## config.mk

```make
export PLATFORM = sky130hd
export DESIGN_NAME = fifo_queue_with_filter_core
export DESIGN_NICKNAME = d
export VERILOG_FILES = /design/src/rtl/ffq_pkg.sv /design/src/rtl/fifo_queue_with_filter_core.sv /design/src/rtl/ffq_ctrl.sv /design/src/rtl/ffq_datapath.sv
export SDC_FILE = /design/constraint.sdc
export NUM_CORES = 1
export LEC_CHECK = 0
export BUFFER_PORTS_ARGS = -buffer_cell sky130_fd_sc_hd__buf_2
export CAP_MARGIN = 30
export CORE_ASPECT_RATIO = 0.8
export CORE_MARGIN = 2
export CORE_UTILIZATION = 62
export DETAILED_ROUTE_END_ITERATION = 16
export PLACE_DENSITY = 0.75
export SETUP_SLACK_MARGIN = 0.2
export SYNTH_ARGS = -nofsm -noshare
export SYNTH_HDL_FRONTEND = slang
export SYNTH_SLANG_ARGS = --single-unit
export TNS_END_PERCENT = 5
```

## constraint.sdc

```tcl
create_clock -name i_clk -period 5.1 [get_ports i_clk]
set_clock_uncertainty 0.1 [all_clocks]
set_input_delay 0.765 -clock i_clk [delete_from_list [all_inputs] [get_ports i_clk]]
set_output_delay 0.765 -clock i_clk [all_outputs]
set_load 0.1 [all_outputs]
```

## src/rtl/ffq_pkg.sv

```systemverilog
// shared constants, codes, types and helper functions for the filtering fifo
`default_nettype none

package ffq_pkg;

    // queue geometry
    localparam int DEPTH      = 16;
    localparam int WORD_WIDTH = 32;
    localparam int PTR_W      = $clog2(DEPTH);
    localparam int CNT_W      = $clog2(DEPTH + 1);

    // command codes
    localparam logic [2:0] CMD_PUSH   = 3'd0;
    localparam logic [2:0] CMD_POP    = 3'd1;
    localparam logic [2:0] CMD_PEEK   = 3'd2;
    localparam logic [2:0] CMD_CLEAR  = 3'd3;
    localparam logic [2:0] CMD_FILTER = 3'd4;

    // result status codes
    localparam logic [1:0] ST_OK    = 2'd0;
    localparam logic [1:0] ST_EMPTY = 2'd1;
    localparam logic [1:0] ST_FULL  = 2'd2;

    // filter relation codes
    localparam logic [1:0] REL_GE = 2'd0;
    localparam logic [1:0] REL_LE = 2'd1;
    localparam logic [1:0] REL_NE = 2'd2;

    // datapath operations issued by the controller
    typedef enum logic [3:0] {
        DP_NOP,
        DP_PUSH,
        DP_EMPTY_RES,
        DP_PLAIN_RES,
        DP_CLEAR,
        DP_HEAD_READ,
        DP_POP,
        DP_PEEK,
        DP_FLT_START,
        DP_FLT_READ,
        DP_FLT_STEP
    } t_dp_op;

    // datapath status seen by the controller
    typedef struct packed {
        logic empty;
        logic walk_last;
    } t_dp_sts;

    // circular increment of a store index
    function automatic logic [PTR_W-1:0] next_idx(input logic [PTR_W-1:0] idx);
        logic [PTR_W-1:0] nxt;
        nxt = (idx == PTR_W'(DEPTH - 1)) ? '0 : idx + 1'b1;
        return nxt;
    endfunction

    // filter predicate, signed compare against the threshold
    function automatic logic keep_word(
        input logic signed [WORD_WIDTH-1:0] w,
        input logic signed [WORD_WIDTH-1:0] thr,
        input logic [1:0]                   rel
    );
        logic k;
        unique case (rel)
            REL_GE:  k = (w >= thr);
            REL_LE:  k = (w <= thr);
            REL_NE:  k = (w != thr);
            default: k = 1'b0;
        endcase
        return k;
    endfunction

endpackage

`default_nettype wire

```

## src/rtl/fifo_queue_with_filter_core.sv

```systemverilog
// top level of the filtering fifo: sequencer plus datapath
//
//  channel  | handshake                  | payload
//  ---------+----------------------------+------------------------------------
//  command  | start, busy                | i_cmd, i_value_in, i_relation
//  result   | o_done (one-cycle strobe)  | o_value_out, o_status, o_occupancy
//
// a transaction is taken at a rising edge with start high and busy low.
// push, clear, unknown commands and any command on an empty queue give the
// result in the cycle after acceptance with busy never raised.
// pop and peek pass through the head state: one registered read of the word store.
// filter walks the N stored words: a read state then a compare state per word.
// reset is synchronous, active low, and leaves the queue empty.
// results cannot be held off by the receiver.
`default_nettype none

module fifo_queue_with_filter_core (
    input  wire logic                                  i_clk,
    input  wire logic                                  i_rst_n,
    input  wire logic                                  start,
    output logic                                       busy,
    input  wire logic [2:0]                            i_cmd,
    input  wire logic signed [ffq_pkg::WORD_WIDTH-1:0] i_value_in,
    input  wire logic [1:0]                            i_relation,
    output logic                                       o_done,
    output logic signed [ffq_pkg::WORD_WIDTH-1:0]      o_value_out,
    output logic [1:0]                                 o_status,
    output logic [ffq_pkg::CNT_W-1:0]                  o_occupancy
);
    import ffq_pkg::*;

    t_dp_op  w_op;
    t_dp_sts w_sts;

    // command sequencer
    ffq_ctrl u_ctrl (
        .i_clk   (i_clk),
        .i_rst_n (i_rst_n),
        .start   (start),
        .i_cmd   (i_cmd),
        .i_sts   (w_sts),
        .o_op    (w_op),
        .busy    (busy),
        .o_done  (o_done)
    );

    // storage and result datapath
    ffq_datapath u_datapath (
        .i_clk       (i_clk),
        .i_rst_n     (i_rst_n),
        .i_op        (w_op),
        .i_value_in  (i_value_in),
        .i_relation  (i_relation),
        .o_sts       (w_sts),
        .o_value_out (o_value_out),
        .o_status    (o_status),
        .o_occupancy (o_occupancy)
    );

endmodule

`default_nettype wire

```

## src/rtl/ffq_ctrl.sv

```systemverilog
// command sequencer for the filtering fifo
`default_nettype none

module ffq_ctrl (
    input  wire logic             i_clk,
    input  wire logic             i_rst_n,
    input  wire logic             start,
    input  wire logic [2:0]       i_cmd,
    input  wire ffq_pkg::t_dp_sts i_sts,
    output ffq_pkg::t_dp_op       o_op,
    output logic                  busy,
    output logic                  o_done
);
    import ffq_pkg::*;

    typedef enum logic [1:0] {
        S_IDLE,
        S_HEAD,
        S_FREAD,
        S_FSTEP
    } t_state;

    t_state r_state, n_state;
    logic   r_busy, r_done, n_done;
    logic   r_is_pop, n_is_pop;
    logic   w_accept;

    assign w_accept = start && !r_busy;

    // next state and datapath operation
    always_comb begin
        n_state  = r_state;
        n_done   = 1'b0;
        n_is_pop = r_is_pop;
        o_op     = DP_NOP;
        unique case (r_state)
            S_IDLE: begin
                if (w_accept) begin
                    priority case (i_cmd)
                        CMD_PUSH: begin
                            o_op   = DP_PUSH;
                            n_done = 1'b1;
                        end
                        CMD_POP, CMD_PEEK: begin
                            if (i_sts.empty) begin
                                o_op   = DP_EMPTY_RES;
                                n_done = 1'b1;
                            end else begin
                                o_op     = DP_HEAD_READ;
                                n_is_pop = (i_cmd == CMD_POP);
                                n_state  = S_HEAD;
                            end
                        end
                        CMD_CLEAR: begin
                            o_op   = i_sts.empty ? DP_EMPTY_RES : DP_CLEAR;
                            n_done = 1'b1;
                        end
                        CMD_FILTER: begin
                            if (i_sts.empty) begin
                                o_op   = DP_EMPTY_RES;
                                n_done = 1'b1;
                            end else begin
                                o_op    = DP_FLT_START;
                                n_state = S_FREAD;
                            end
                        end
                        default: begin
                            o_op   = DP_PLAIN_RES;
                            n_done = 1'b1;
                        end
                    endcase
                end
            end
            S_HEAD: begin
                o_op    = r_is_pop ? DP_POP : DP_PEEK;
                n_done  = 1'b1;
                n_state = S_IDLE;
            end
            S_FREAD: begin
                o_op    = DP_FLT_READ;
                n_state = S_FSTEP;
            end
            S_FSTEP: begin
                o_op = DP_FLT_STEP;
                if (i_sts.walk_last) begin
                    n_done  = 1'b1;
                    n_state = S_IDLE;
                end else begin
                    n_state = S_FREAD;
                end
            end
            default: begin
                n_state = S_IDLE;
            end
        endcase
    end

    // state and registered outputs
    always_ff @(posedge i_clk) begin
        if (!i_rst_n) begin
            r_state  <= S_IDLE;
            r_busy   <= 1'b0;
            r_done   <= 1'b0;
            r_is_pop <= 1'b0;
        end else begin
            r_state  <= n_state;
            r_busy   <= (n_state != S_IDLE);
            r_done   <= n_done;
            r_is_pop <= n_is_pop;
        end
    end

    assign busy   = r_busy;
    assign o_done = r_done;

    // busy flag tracks the state register
    a_busy_state: assert property (@(posedge i_clk) disable iff (!i_rst_n)
        r_busy == (r_state != S_IDLE))
        else $error("busy flag out of step with state");

    // every result comes from an accepted transaction or a finishing state
    a_done_source: assert property (@(posedge i_clk) disable iff (!i_rst_n)
        $rose(r_done) |-> ($past(w_accept) || $past(r_state == S_HEAD)
                           || $past(r_state == S_FSTEP)))
        else $error("result strobe without a transaction");

    // a filter read is always followed by its compare step
    a_fread_step: assert property (@(posedge i_clk) disable iff (!i_rst_n)
        r_state == S_FREAD |=> r_state == S_FSTEP)
        else $error("filter walk lost a step");

endmodule

`default_nettype wire

```

## src/rtl/ffq_datapath.sv

```systemverilog
// word store, pointers, filter compare and result registers
`default_nettype none

module ffq_datapath (
    input  wire logic                                  i_clk,
    input  wire logic                                  i_rst_n,
    input  wire ffq_pkg::t_dp_op                       i_op,
    input  wire logic signed [ffq_pkg::WORD_WIDTH-1:0] i_value_in,
    input  wire logic [1:0]                            i_relation,
    output ffq_pkg::t_dp_sts                           o_sts,
    output logic signed [ffq_pkg::WORD_WIDTH-1:0]      o_value_out,
    output logic [1:0]                                 o_status,
    output logic [ffq_pkg::CNT_W-1:0]                  o_occupancy
);
    import ffq_pkg::*;

    logic [WORD_WIDTH-1:0] r_mem [DEPTH];
    logic [WORD_WIDTH-1:0] r_rdata;
    logic [PTR_W-1:0]      r_rptr, r_wptr, r_src, r_dst;
    logic [CNT_W-1:0]      r_count, r_remain, r_kept;
    logic [WORD_WIDTH-1:0] r_thr;
    logic [1:0]            r_rel;
    logic [WORD_WIDTH-1:0] r_value_out;
    logic [1:0]            r_status;
    logic [CNT_W-1:0]      r_occupancy;

    logic             w_full;
    logic             w_keep;
    logic [PTR_W-1:0] w_dst_next;
    logic [CNT_W-1:0] w_kept_next;
    logic [PTR_W-1:0] w_rd_addr;

    assign w_full      = (r_count == CNT_W'(DEPTH));
    assign w_keep      = keep_word(r_rdata, r_thr, r_rel);
    assign w_dst_next  = w_keep ? next_idx(r_dst) : r_dst;
    assign w_kept_next = w_keep ? r_kept + 1'b1 : r_kept;
    assign w_rd_addr   = (i_op == DP_FLT_READ) ? r_src : r_rptr;

    // word store: one write port, one registered read port
    always_ff @(posedge i_clk) begin
        if (i_op == DP_PUSH && !w_full) begin
            r_mem[r_wptr] <= i_value_in;
        end else if (i_op == DP_FLT_STEP && w_keep) begin
            r_mem[r_dst] <= r_rdata;
        end
        r_rdata <= r_mem[w_rd_addr];
    end

    // pointers, count and filter walk registers
    always_ff @(posedge i_clk) begin
        if (!i_rst_n) begin
            r_rptr   <= '0;
            r_wptr   <= '0;
            r_count  <= '0;
            r_src    <= '0;
            r_dst    <= '0;
            r_remain <= '0;
            r_kept   <= '0;
        end else begin
            unique case (i_op)
                DP_PUSH: begin
                    if (!w_full) begin
                        r_wptr  <= next_idx(r_wptr);
                        r_count <= r_count + 1'b1;
                    end
                end
                DP_POP: begin
                    r_rptr  <= next_idx(r_rptr);
                    r_count <= r_count - 1'b1;
                end
                DP_CLEAR: begin
                    r_rptr  <= '0;
                    r_wptr  <= '0;
                    r_count <= '0;
                end
                DP_FLT_START: begin
                    r_src    <= r_rptr;
                    r_dst    <= r_rptr;
                    r_remain <= r_count;
                    r_kept   <= '0;
                end
                DP_FLT_READ: begin
                    r_src    <= next_idx(r_src);
                    r_remain <= r_remain - 1'b1;
                end
                DP_FLT_STEP: begin
                    r_dst  <= w_dst_next;
                    r_kept <= w_kept_next;
                    if (r_remain == '0) begin
                        r_wptr  <= w_dst_next;
                        r_count <= w_kept_next;
                    end
                end
                default: begin
                end
            endcase
        end
    end

    // filter threshold and relation, captured with the transaction
    always_ff @(posedge i_clk) begin
        if (i_op == DP_FLT_START) begin
            r_thr <= i_value_in;
            r_rel <= i_relation;
        end
    end

    // result registers
    always_ff @(posedge i_clk) begin
        unique case (i_op)
            DP_PUSH: begin
                r_value_out <= '0;
                r_status    <= w_full ? ST_FULL : ST_OK;
                r_occupancy <= w_full ? r_count : r_count + 1'b1;
            end
            DP_EMPTY_RES: begin
                r_value_out <= '1;
                r_status    <= ST_EMPTY;
                r_occupancy <= r_count;
            end
            DP_PLAIN_RES: begin
                r_value_out <= '0;
                r_status    <= ST_OK;
                r_occupancy <= r_count;
            end
            DP_CLEAR: begin
                r_value_out <= WORD_WIDTH'(r_count);
                r_status    <= ST_OK;
                r_occupancy <= '0;
            end
            DP_POP: begin
                r_value_out <= r_rdata;
                r_status    <= ST_OK;
                r_occupancy <= r_count - 1'b1;
            end
            DP_PEEK: begin
                r_value_out <= r_rdata;
                r_status    <= ST_OK;
                r_occupancy <= r_count;
            end
            DP_FLT_STEP: begin
                r_value_out <= '0;
                r_status    <= ST_OK;
                r_occupancy <= w_kept_next;
            end
            default: begin
            end
        endcase
    end

    assign o_sts.empty     = (r_count == '0);
    assign o_sts.walk_last = (r_remain == '0);
    assign o_value_out     = r_value_out;
    assign o_status        = r_status;
    assign o_occupancy     = r_occupancy;

    // count never exceeds the store depth
    a_count_range: assert property (@(posedge i_clk) disable iff (!i_rst_n)
        r_count <= CNT_W'(DEPTH))
        else $error("stored count beyond depth");

    // a filter compare step always has a word behind it
    a_walk_bound: assert property (@(posedge i_clk) disable iff (!i_rst_n)
        i_op == DP_FLT_STEP |-> r_remain < r_count)
        else $error("filter walk past stored words");

    // survivors never outnumber the words already examined
    a_kept_bound: assert property (@(posedge i_clk) disable iff (!i_rst_n)
        i_op == DP_FLT_STEP |-> r_kept + r_remain < r_count)
        else $error("filter kept more words than it read");

endmodule

`default_nettype wire

```

==> flow_summary_export.csv <==
group,metric,value,unit
outcome,status,"complete, no violations",
synthesis,syn_nets,1627,
critical_path,crit_path_max_fanout,32,
routing,drt-initial-drc-count,1867,
timing,fin_crit,4.829,ns
critical_path,crit_family,"simple AND/OR/NAND/NOR gates",
synthesis,async_reset_ff_frac,0,
floorplanning,rows,67,
worst_hold_path,min_to,"u_datapath.r_thr[20]",
synthesis,synth-seq-area-share,0.7128,
timing,setup_tns,0,ns
routing,ant_nets,0,
clock_network,clkTransAtPathRegs,0.06,ns
timing,fin_crit_sh,0.9469,
clock_network,cts_tree,"yes",
power,p_per_area,400.1,nW/um^2
critical_path,cp.arrival,4.95,ns
critical_path,worst_r2r_endpoint,"u_datapath.r_mem[2][28]",
placement,finalWeightedCongestion,0.8690,
flow_run,cap_violations,0,
critical_path,worstPathRequired,5.22,ns
grt,grt_max_degree,108,
clock_network,holdBufCountCts,0,
timing,setup_viol,0,
timing,rsz0062_at_grt,"false",
critical_path,setup.worst_path.start_class,"flop",
power,p_leak,10.17,nW
routing,wl_per_cell,26.85,um
routing,drcViolationCount,0,
routing,wl,60.50,mm
clock_network,cts.sink_count,653,
floorplanning,die_h,189.1,um
synthesis,syn_avg_cell_area,17.18,um^2
routing,route.met2.wl,28.36,mm
clock_network,cts.path.max_buffers,3,
placement,port_buffers,80,
timing,worst_pin_slew,0.9782,ns
critical_path,ff2ff_path_depth,13,
timing,layout_setup_ws,0.2706,ns
floorplanning,start_util,0.6310,
critical_path,r2r-start,"u_datapath.r_thr[31]",
worst_hold_path,hold_depth,1,
critical_path,rrSetupSlack,0.27,ns
critical_path,crit_slowest_cell,"nor4_2",
grt,antenna_found_initial,1,
floorplanning,die_w,235.4,um
critical_path,cp_cell_sequence,"inv_1 -> ha_1 -> nand4_1 -> nor4_2 -> and4_1 -> o31a_1 -> or3_1 -> a21o_1 -> and4_4 -> nand3b_1 -> o31a_2 -> nor2_4 -> buf_4",
timing,drv_slew,0,
grt,grt_overflow_total,0,
timing,fmax,207.1,MHz
synthesis,yosysWarnings,0,
synthesis,synth-edff-count,585,
synthesis,synth-seq-cells,653,
worst_hold_path,hold_class,"primary input to flop",
critical_path,max_stage_delay,0.58,ns
grt,grt_pass1_vias,14590,
critical_path,crit_buf_inv,2,
synthesis,syn_area,26560,um^2
cells_and_area,antenna_cells,0,
placement,dp_hpwl,34.73,mm
critical_path,criticalPathCategory,"flop to flop",
power,ir_drop,436.0,uV
floorplanning,fp.coreArea,42080,um^2
routing,via_count,14820,
timing,max_slew_margin,0.3479,
clock_network,root_buffer,"clkbuf_16",
synthesis,ys.flop_type,"edfxtp_1",
clock_network,h-tree-depth,2,
routing,wl_met1,26.02,mm
routing,firstDrtPassIters,5,
floorplanning,fp.dieArea,44510,um^2
cells_and_area,nets,1733,
clock_network,clk_latency,0.62,ns
synthesis,syn_inst,1546,
cells_and_area,drive_above_1_share,0.2381,
synthesis,synth_cell_types,74,
timing,hold_violations,0,
cells_and_area,area_growth_syn_to_layout,12.08,%
grt,grt_pass1_wl,91.29,mm
floorplanning,io_pins,81,
critical_path,worstSetupEndpointType,"flop",
worst_hold_path,hold_start,"i_value_in[20]",
grt,track_usage,0.2766,
clock_network,cts_buffers,59,
routing,wl_met3,4.881,mm
routing,top_layer,"met4",
placement,dp_slack,0.03962,ns
routing,via_per_inst,6.577,
[power breakdown]
group | switching (W) | internal, W | total [W]
combinational | 0.00122 | 0.000315 | 0.00153
clock | 0.00189 | 0.00228 | 0.00416
sequential | 0.000112 | 0.00610 | 0.00621
total | 0.00322 | 0.00869 | 0.0119
[logic make-up (layout without fill, tap and decap cells)]
logic type,count (synthesis),count (layout),share of synthesized area
AOI/OAI and AO/OA,248,248,0.06497
xor gates and xnor gates,11,11,0.003628
adders and majority gates,41,41,0.01932
buffers and inverters,133,288,0.02111
DFF,653,653,0.7128
muxes,165,165,0.1245
and+or+nand+nor,295,295,0.05371
[cells in the mapped netlist (3+ instances only)]
cell	count	area share
a211oi_1	32	0.0090
a21boi_0	7	0.0020
a21o_1	32	0.0090
a21oi_1	36	0.0068
a21oi_2	3	0.00099
a221o_1	7	0.0026
a221oi_1	3	0.00099
a22oi_1	3	0.00085
a311oi_1	4	0.0013
a31oi_1	41	0.0097
and2_0	3	0.00071
and2_1	40	0.0094
and3_1	8	0.0019
and4_1	3	0.00099
buf_1	10	0.0014
buf_2	16	0.0030
buf_6	5	0.0021
clkbuf_1	51	0.0072
dfxtp_1	68	0.051
edfxtp_1	585	0.66
ha_1	41	0.019
inv_1	49	0.0069
mux2_1	6	0.0025
mux2_2	24	0.010
mux2_4	3	0.0017
mux2i_1	4	0.0015
mux4_2	128	0.11
nand2_1	123	0.017
nand2b_1	4	0.00094
nand3_1	18	0.0034
nand4_1	7	0.0016
nor2_1	50	0.0071
nor2b_1	10	0.0024
nor3_1	11	0.0021
o211ai_1	3	0.00085
o21ai_0	44	0.0083
o22ai_1	3	0.00071
or3_1	3	0.00071
xnor2_1	3	0.00099
xor2_1	8	0.0026
[flip-flops by register name (all words and copies together) (netlist names)]
register                cells
u_ctrl.busy                 1
u_ctrl.o_done               1
u_ctrl.r_is_pop             1
u_ctrl.r_state              2
u_datapath.o_occupancy      5
u_datapath.o_status         2
u_datapath.o_value_out     32
u_datapath.r_count          5
u_datapath.r_dst            4
u_datapath.r_kept           5
u_datapath.r_mem          512
u_datapath.r_rdata         32
u_datapath.r_rel            2
u_datapath.r_remain         5
u_datapath.r_rptr           4
u_datapath.r_src            4
u_datapath.r_thr           32
u_datapath.r_wptr           4
[per-layer routing]
metal	GRT usage	vias up
met5	0	-
met4	0.07080	0
met3	0.03907	96
met2	0.4317	739
met1	0.4202	7630
li1	-	6354
[worst max path at each step]
stage,endpoint,cells past startpoint,slack (ns),start
floorplan,u_datapath.r_mem[1][0],12,0.55,u_datapath.r_thr[5]
global placement,u_datapath.r_mem[0][20],11,0.14,u_datapath.r_thr[31]
detailed placement,u_datapath.r_mem[14][15],11,0.04,u_datapath.r_thr[31]
CTS,u_datapath.r_mem[0][28],13,0.38,u_datapath.r_thr[31]
global route,u_datapath.r_mem[2][29],13,0.24,u_datapath.r_thr[31]
finish,u_datapath.r_mem[2][28],13,0.27,u_datapath.r_thr[31]
[stage by stage]
stage               hold slack (ns)  instances  power, W    util  cell area [um^2]
global route                 0.2299       2253   0.01224  0.7073             29760
detailed placement           0.3977       2143  0.007847  0.6640             27940
finish                       0.2359       2253   0.01191  0.7073             29760
floorplan                    0.3570       1546  0.007454       -             26560
global placement             0.3690       2143  0.007823  0.6640             27940
CTS                          0.2181       2253   0.01195  0.7072             29760
[layout make-up]
cell class	count	area [um^2]
Clock buffer	83	1587
Clock inverter	27	219.0
Fill cell	2608	12320
Inverter	50	187.7
Multi-Input combinational cell	760	7271
Sequential cell	653	18930
Tap cell	552	690.7
Timing Repair Buffer	128	880.8
[timing repair]
action / CTS / global route
endpoints found under the setup margin: 670 / 6
gates cloned: 0 / 0
resized for setup: 3 / 1
setup buffers: 0 / 0
[layout by cell type (no fill, tap or decap), drive strengths merged, types with 12 or more instances in the layout]
cell	netlist	final
nand3	19	19
edfxtp	585	585
nor3	12	12
a21o	32	32
mux2	33	33
a31oi	45	45
a211oi	32	32
ha	41	41
nand2	124	124
a21oi	39	39
o21ai	45	45
and2	43	43
buf	32	128
nor2	50	50
clkbuf	51	83
dfxtp	68	68
inv	49	52
clkinv	1	22
mux4	128	128
Note: power is estimated with default switching activity, not from simulation.
